$ cat src/hw/rtl/kfht_pkg.sv
// shared types, constants and hash helpers for the keyed flag hash table
`timescale 1ns / 1ps

package kfht_pkg;

  // table geometry; the slot count is a power of two so the home slot is a bit-select
  localparam int unsigned TABLE_SLOTS = 1024;
  localparam int unsigned SLOT_W      = $clog2(TABLE_SLOTS);
  localparam int unsigned NAME_BYTES  = 8;
  localparam int unsigned BYTE_CNT_W  = $clog2(NAME_BYTES + 1);

  // fixed field widths
  localparam int unsigned NAME_W = 64;
  localparam int unsigned ITEM_W = 16;
  localparam int unsigned HASH_W = 32;

  // fnv-1a constants
  localparam logic [HASH_W-1:0] FNV_BASIS = 32'd2166136261;

  // operation codes
  localparam logic [1:0] OP_QUERY = 2'd0;
  localparam logic [1:0] OP_MARK  = 2'd1;
  localparam logic [1:0] OP_CLEAR = 2'd2;

  // result status codes
  localparam logic [1:0] STATUS_OK      = 2'd0;
  localparam logic [1:0] STATUS_MISS    = 2'd1;
  localparam logic [1:0] STATUS_FULL    = 2'd2;
  localparam logic [1:0] STATUS_IGNORED = 2'd3;

  // controller states
  typedef enum logic [2:0] {
    ST_CLEAR,
    ST_IDLE,
    ST_HASH,
    ST_ITEM,
    ST_PROBE
  } state_e;

  // one table slot
  typedef struct packed {
    logic [NAME_W-1:0] name;
    logic [ITEM_W-1:0] item;
    logic              flag;
  } slot_t;

  // controller to datapath commands
  typedef struct packed {
    logic       load;
    logic       clr_step;
    logic       hash_byte;
    logic       hash_item;
    logic       probe_step;
    logic       wr_claim;
    logic       wr_flag;
    logic       wr_flag_val;
    logic       res_wr;
    logic       res_take_flag;
    logic [1:0] res_status;
  } dp_cmd_t;

  // datapath to controller status
  typedef struct packed {
    logic       ign_in;
    logic       clr_last;
    logic       byte_end;
    logic       empty;
    logic       match;
    logic       probe_last;
    logic [1:0] op;
  } dp_stat_t;

  // multiply by the fnv prime 0x01000193 as a sum of shifts
  function automatic logic [HASH_W-1:0] fnv_mul(input logic [HASH_W-1:0] h);
    fnv_mul = (h << 24) + (h << 8) + (h << 7) + (h << 4) + (h << 1) + h;
  endfunction

  // fold ascii upper case to lower case, other bytes pass
  function automatic logic [7:0] to_lower(input logic [7:0] c);
    if (c >= 8'h41 && c <= 8'h5A) begin
      to_lower = c + 8'h20;
    end else begin
      to_lower = c;
    end
  endfunction

endpackage

$ cat src/hw/rtl/kfht_ctrl.sv
// controller state machine for the keyed flag hash table
`timescale 1ns / 1ps

module kfht_ctrl (
  input  logic               clk_i,
  input  logic               rst_ni,
  input  logic               start_i,
  input  kfht_pkg::dp_stat_t stat_i,
  output kfht_pkg::dp_cmd_t  cmd_o,
  output logic               busy_o
);

  kfht_pkg::state_e state_q, state_d;

  // state register, reset starts the clearing sweep
  always_ff @(posedge clk_i or negedge rst_ni) begin
    if (!rst_ni) begin
      state_q <= kfht_pkg::ST_CLEAR;
    end else begin
      state_q <= state_d;
    end
  end

  // next state
  always_comb begin
    state_d = state_q;
    unique case (state_q)
      kfht_pkg::ST_CLEAR: begin
        if (stat_i.clr_last) state_d = kfht_pkg::ST_IDLE;
      end
      kfht_pkg::ST_IDLE: begin
        if (start_i && !stat_i.ign_in) state_d = kfht_pkg::ST_HASH;
      end
      kfht_pkg::ST_HASH: begin
        if (stat_i.byte_end) state_d = kfht_pkg::ST_ITEM;
      end
      kfht_pkg::ST_ITEM: begin
        state_d = kfht_pkg::ST_PROBE;
      end
      kfht_pkg::ST_PROBE: begin
        if (stat_i.empty || stat_i.match || stat_i.probe_last) state_d = kfht_pkg::ST_IDLE;
      end
      default: begin
        state_d = kfht_pkg::ST_IDLE;
      end
    endcase
  end

  // command outputs
  always_comb begin
    cmd_o = '0;
    unique case (state_q)
      kfht_pkg::ST_CLEAR: begin
        cmd_o.clr_step = 1'b1;
      end
      kfht_pkg::ST_IDLE: begin
        if (start_i) begin
          cmd_o.load = 1'b1;
          if (stat_i.ign_in) begin
            cmd_o.res_wr     = 1'b1;
            cmd_o.res_status = kfht_pkg::STATUS_IGNORED;
          end
        end
      end
      kfht_pkg::ST_HASH: begin
        if (!stat_i.byte_end) cmd_o.hash_byte = 1'b1;
      end
      kfht_pkg::ST_ITEM: begin
        cmd_o.hash_item = 1'b1;
      end
      kfht_pkg::ST_PROBE: begin
        priority if (stat_i.empty) begin
          // empty slot ends the probe, a mark claims it
          cmd_o.res_wr = 1'b1;
          if (stat_i.op == kfht_pkg::OP_MARK) begin
            cmd_o.wr_claim   = 1'b1;
            cmd_o.res_status = kfht_pkg::STATUS_OK;
          end else begin
            cmd_o.res_status = kfht_pkg::STATUS_MISS;
          end
        end else if (stat_i.match) begin
          cmd_o.res_wr     = 1'b1;
          cmd_o.res_status = kfht_pkg::STATUS_OK;
          if (stat_i.op == kfht_pkg::OP_QUERY) begin
            cmd_o.res_take_flag = 1'b1;
          end else if (stat_i.op == kfht_pkg::OP_MARK) begin
            cmd_o.wr_flag     = 1'b1;
            cmd_o.wr_flag_val = 1'b1;
          end else begin
            cmd_o.wr_flag = 1'b1;
          end
        end else if (stat_i.probe_last) begin
          // wrapped the whole table
          cmd_o.res_wr     = 1'b1;
          cmd_o.res_status = (stat_i.op == kfht_pkg::OP_MARK) ? kfht_pkg::STATUS_FULL
                                                              : kfht_pkg::STATUS_MISS;
        end else begin
          cmd_o.probe_step = 1'b1;
        end
      end
      default: begin
        cmd_o = '0;
      end
    endcase
  end

  assign busy_o = (state_q != kfht_pkg::ST_IDLE);

endmodule

$ cat config.mk
export PLATFORM = sky130hd
export DESIGN_NAME = kfht_ctrl
export DESIGN_NICKNAME = d
export VERILOG_FILES = /design/src/hw/rtl/kfht_pkg.sv /design/src/hw/rtl/kfht_ctrl.sv
export SDC_FILE = /design/constraint.sdc
export NUM_CORES = 1
export LEC_CHECK = 0
export ABC_AREA = 1
export BUFFER_PORTS_ARGS = -buffer_cell sky130_fd_sc_hd__buf_2
export CAP_MARGIN = 20
export CORE_AREA = 2 2 39 41
export CTS_CLUSTER_SIZE = 16
export DETAILED_ROUTE_END_ITERATION = 8
export DIE_AREA = 0 0 41 43
export SYNTH_ARGS = -nofsm -noshare
export SYNTH_HDL_FRONTEND = slang
export SYNTH_SLANG_ARGS = --single-unit
$ cat constraint.sdc
create_clock -name clk_i -period 2.25 [get_ports clk_i]
set_input_delay 0.3375 -clock clk_i [delete_from_list [all_inputs] [get_ports clk_i]]
set_output_delay 0.3375 -clock clk_i [all_outputs]
set_load 0.005 [all_outputs]
==> flow_summary_export.csv <==
group,metric,value,unit
status,status,"finished clean",
power_and_ir_drop,p_leak,0.304,nW
timing,worst_slew_pin_slew,0.213,ns
logic_synthesis,yosysWarnings,0,
power_and_ir_drop,power.share.clock,0.192,
power_and_ir_drop,powerDensity,984,nW/um2
timing,max_freq,0.602,GHz
timing,setup_viol,0,
route,wl,805,um
clocking,clock_latency,0.23,ns
route,drc,0,
timing,drv_slew,0,
logic_synthesis,syn_avg_cell_area,6.09,um2
power_and_ir_drop,p_int,0.264,mW
timing,relSlewSlack,0.857,
logic_synthesis,async_flop_share,1.00,
global_routing,grt_first_pass_wirelength,1390,um
power_and_ir_drop,netSwitchingFraction,0.456,
place,dp_hpwl,671,um
die,coreArea,1380,um2
critical_path,cp_slowest_stage_delay,0.43,ns
critical_path,cp_num_buf_inv,1,
power_and_ir_drop,power,0.485,mW
timing,fin_crit,1.66,ns
global_routing,grt_pass1_vias,382,
timing,setup_tns,0,ns
logic_synthesis,ys_seq_elements,3,
cells_and_area,drive_above_1_share,0.481,
cells_and_area,mostFrequentLayoutCell,"buf_2",
place,globalplace.congestion,0.685,
global_routing,grtUsageTotal,0.122,
route,vias,409,
min_path,worstHoldPathType,"primary input to asynchronous set/reset pin",
run,cap_viol_max_count,0,
cells_and_area,largest_register,"state_q",
critical_path,r2r_slack,1.10,ns
global_routing,grt.overflow.total,0,
die,fp-row-count,14,
logic_synthesis,ys.flop_type,"dfrtp_1",
route,viasPerCell,4.22,
global_routing,grt_max_degree,7,
timing,period_share,0.739,
critical_path,critPathArrivalTime,1.32,ns
logic_synthesis,synth_edf_count,0,
route,drtIter0Drc,2,
route,post_drt_wl_per_cell,8.30,um
cells_and_area,num_antenna_cells,0,
clocking,root_buffer,"clkbuf_4",
critical_path,cp.required,1.91,ns
die,io_pins,24,
clocking,cts_tree,"built",
clocking,h-tree-depth,1,
critical_path,cpMaxStageDelayCell,"dfrtp_1",
power_and_ir_drop,vdd_drop_max,0.000359,V
logic_synthesis,netlist_area,329,um2
timing,grt_setup_unrepaired,"no",
logic_synthesis,ys_types,17,
clocking,clkSinkCount,3,
critical_path,cp-start-kind,"register",
cells_and_area,nets,93,
power_and_ir_drop,combPwrFrac,0.575,
die,die_area,1760,um2
clocking,clk_pin_slew_worst_paths,0.04,ns
route,drt_first_pass_iters,2,
clocking,numCtsBuffers,3,
timing,skew,0.00191,ns
logic_synthesis,seq_area_frac_synth,0.228,
route,drtAntennaViolNets,0,
critical_path,worst-path-max-fanout,6,
cells_and_area,area_growth,49.8,%
die,start_util,0.238,
logic_synthesis,synthesis.nets,65,
die,die_x,41,um
critical_path,cp_top_family,"flip-flops",
cells_and_area,layout_common_cells,"buf_2, nand2_1, inv_1",
cells_and_area,top_regs,"state_q x3",
global_routing,antenna_found_initial,0,
power_and_ir_drop,seq_power_share,0.233,
critical_path,worstSetupPathType,"register to output port",
critical_path,end_kind,"output port",
clocking,post-cts-setup-buffers,0,
timing,hold_viol,0,
die,die_h,43,um
clocking,max-clock-path-buffers,2,
critical_path,crit_path_cell_trace,"nor2_2 > nand2_2 > o31ai_1 > buf_2",
logic_synthesis,syn_inst,54,
place,port_buffers,23,
cells_and_area,largest_register_ffs,3,
power_and_ir_drop,p_sw,0.221,mW
## cell families (layout without fill, tap and decap cells)
logic type      count (synthesis)  in the layout  share of synthesized area
simple gates                   34             34                      0.532
compound gates                  4              4                     0.0798
flops                           3              3                      0.228
buf+inv                        13             40                      0.160
## cell type report
| class | count | area (um2) |
|---|---|---|
| Tap cell | 16 | 20.0 |
| Clock buffer | 4 | 26.3 |
| Fill cell | 152 | 891 |
| Timing Repair Buffer | 24 | 125 |
| Multi-Input combinational cell | 38 | 201 |
| Sequential cell | 3 | 75.1 |
| Inverter | 12 | 45.0 |
## what timing repair did
action,4_1_cts,5_1_grt
hold buffers,1,0
resized for setup,0,0
endpoints found under the hold margin,3,0
endpoints found under the setup margin,0,0
## final timing paths
path | startpoint | to | cells past startpoint
max | state_q[0]$_DFFE_PN0P_ | cmd_o[0] | 4
min | rst_ni | state_q[0]$_DFFE_PN0P_ | 2
max reg2reg | state_q[0]$_DFFE_PN0P_ | state_q[1]$_DFFE_PN0P_ | 6
min reg2reg | state_q[1]$_DFFE_PN0P_ | state_q[2]$_DFFE_PN0P_ | 2
max in group asynchronous | rst_ni | state_q[2]$_DFFE_PN0P_ | 2
min in group clk_i | stat_i[2] | state_q[2]$_DFFE_PN0P_ | 4
## power by group through the flow
stage                     Sequential, mW  Clock [mW]  Combinational (mW)
final                              0.113      0.0933               0.279
after floorplan                    0.109           0               0.199
after detailed placement           0.114           0               0.283
after CTS                          0.114      0.0984               0.286
after global routing               0.120      0.0985               0.328
after global placement             0.113           0               0.281
## cells in the mapped netlist, types with 2 or more instances
master | n | share of area
nand2_1 | 11 | 0.13
inv_1 | 8 | 0.091
nor2_1 | 6 | 0.068
nor2_2 | 6 | 0.11
nand3_1 | 4 | 0.061
dfrtp_1 | 3 | 0.23
inv_2 | 3 | 0.034
nand3_2 | 2 | 0.061
nor3_1 | 2 | 0.030
o31ai_1 | 2 | 0.046
## layer usage
metal / global-route usage / routed length, um / vias up
met3: 0.0366 / 82 / 0
met2: 0.191 / 373 / 22
met4: 0.100 / 0 / 0
li1: - / - / 223
met1: 0.123 / 349 / 164
met5: 0 / 0 / -
## metrics by stage
step	cell area, um2	std cells	hold WS [ns]	util	setup slack (ns)
6_report	493	97	0.429	0.356	0.588
5_1_grt	493	97	0.449	0.356	0.486
4_1_cts	493	97	0.424	0.356	0.564
3_5_place_dp	457	92	0.135	0.330	0.824
3_3_place_gp	457	92	0.135	0.330	0.850
2_1_floorplan	329	54	0.0419	-	1.02
(Power assumes the default switching activity.)
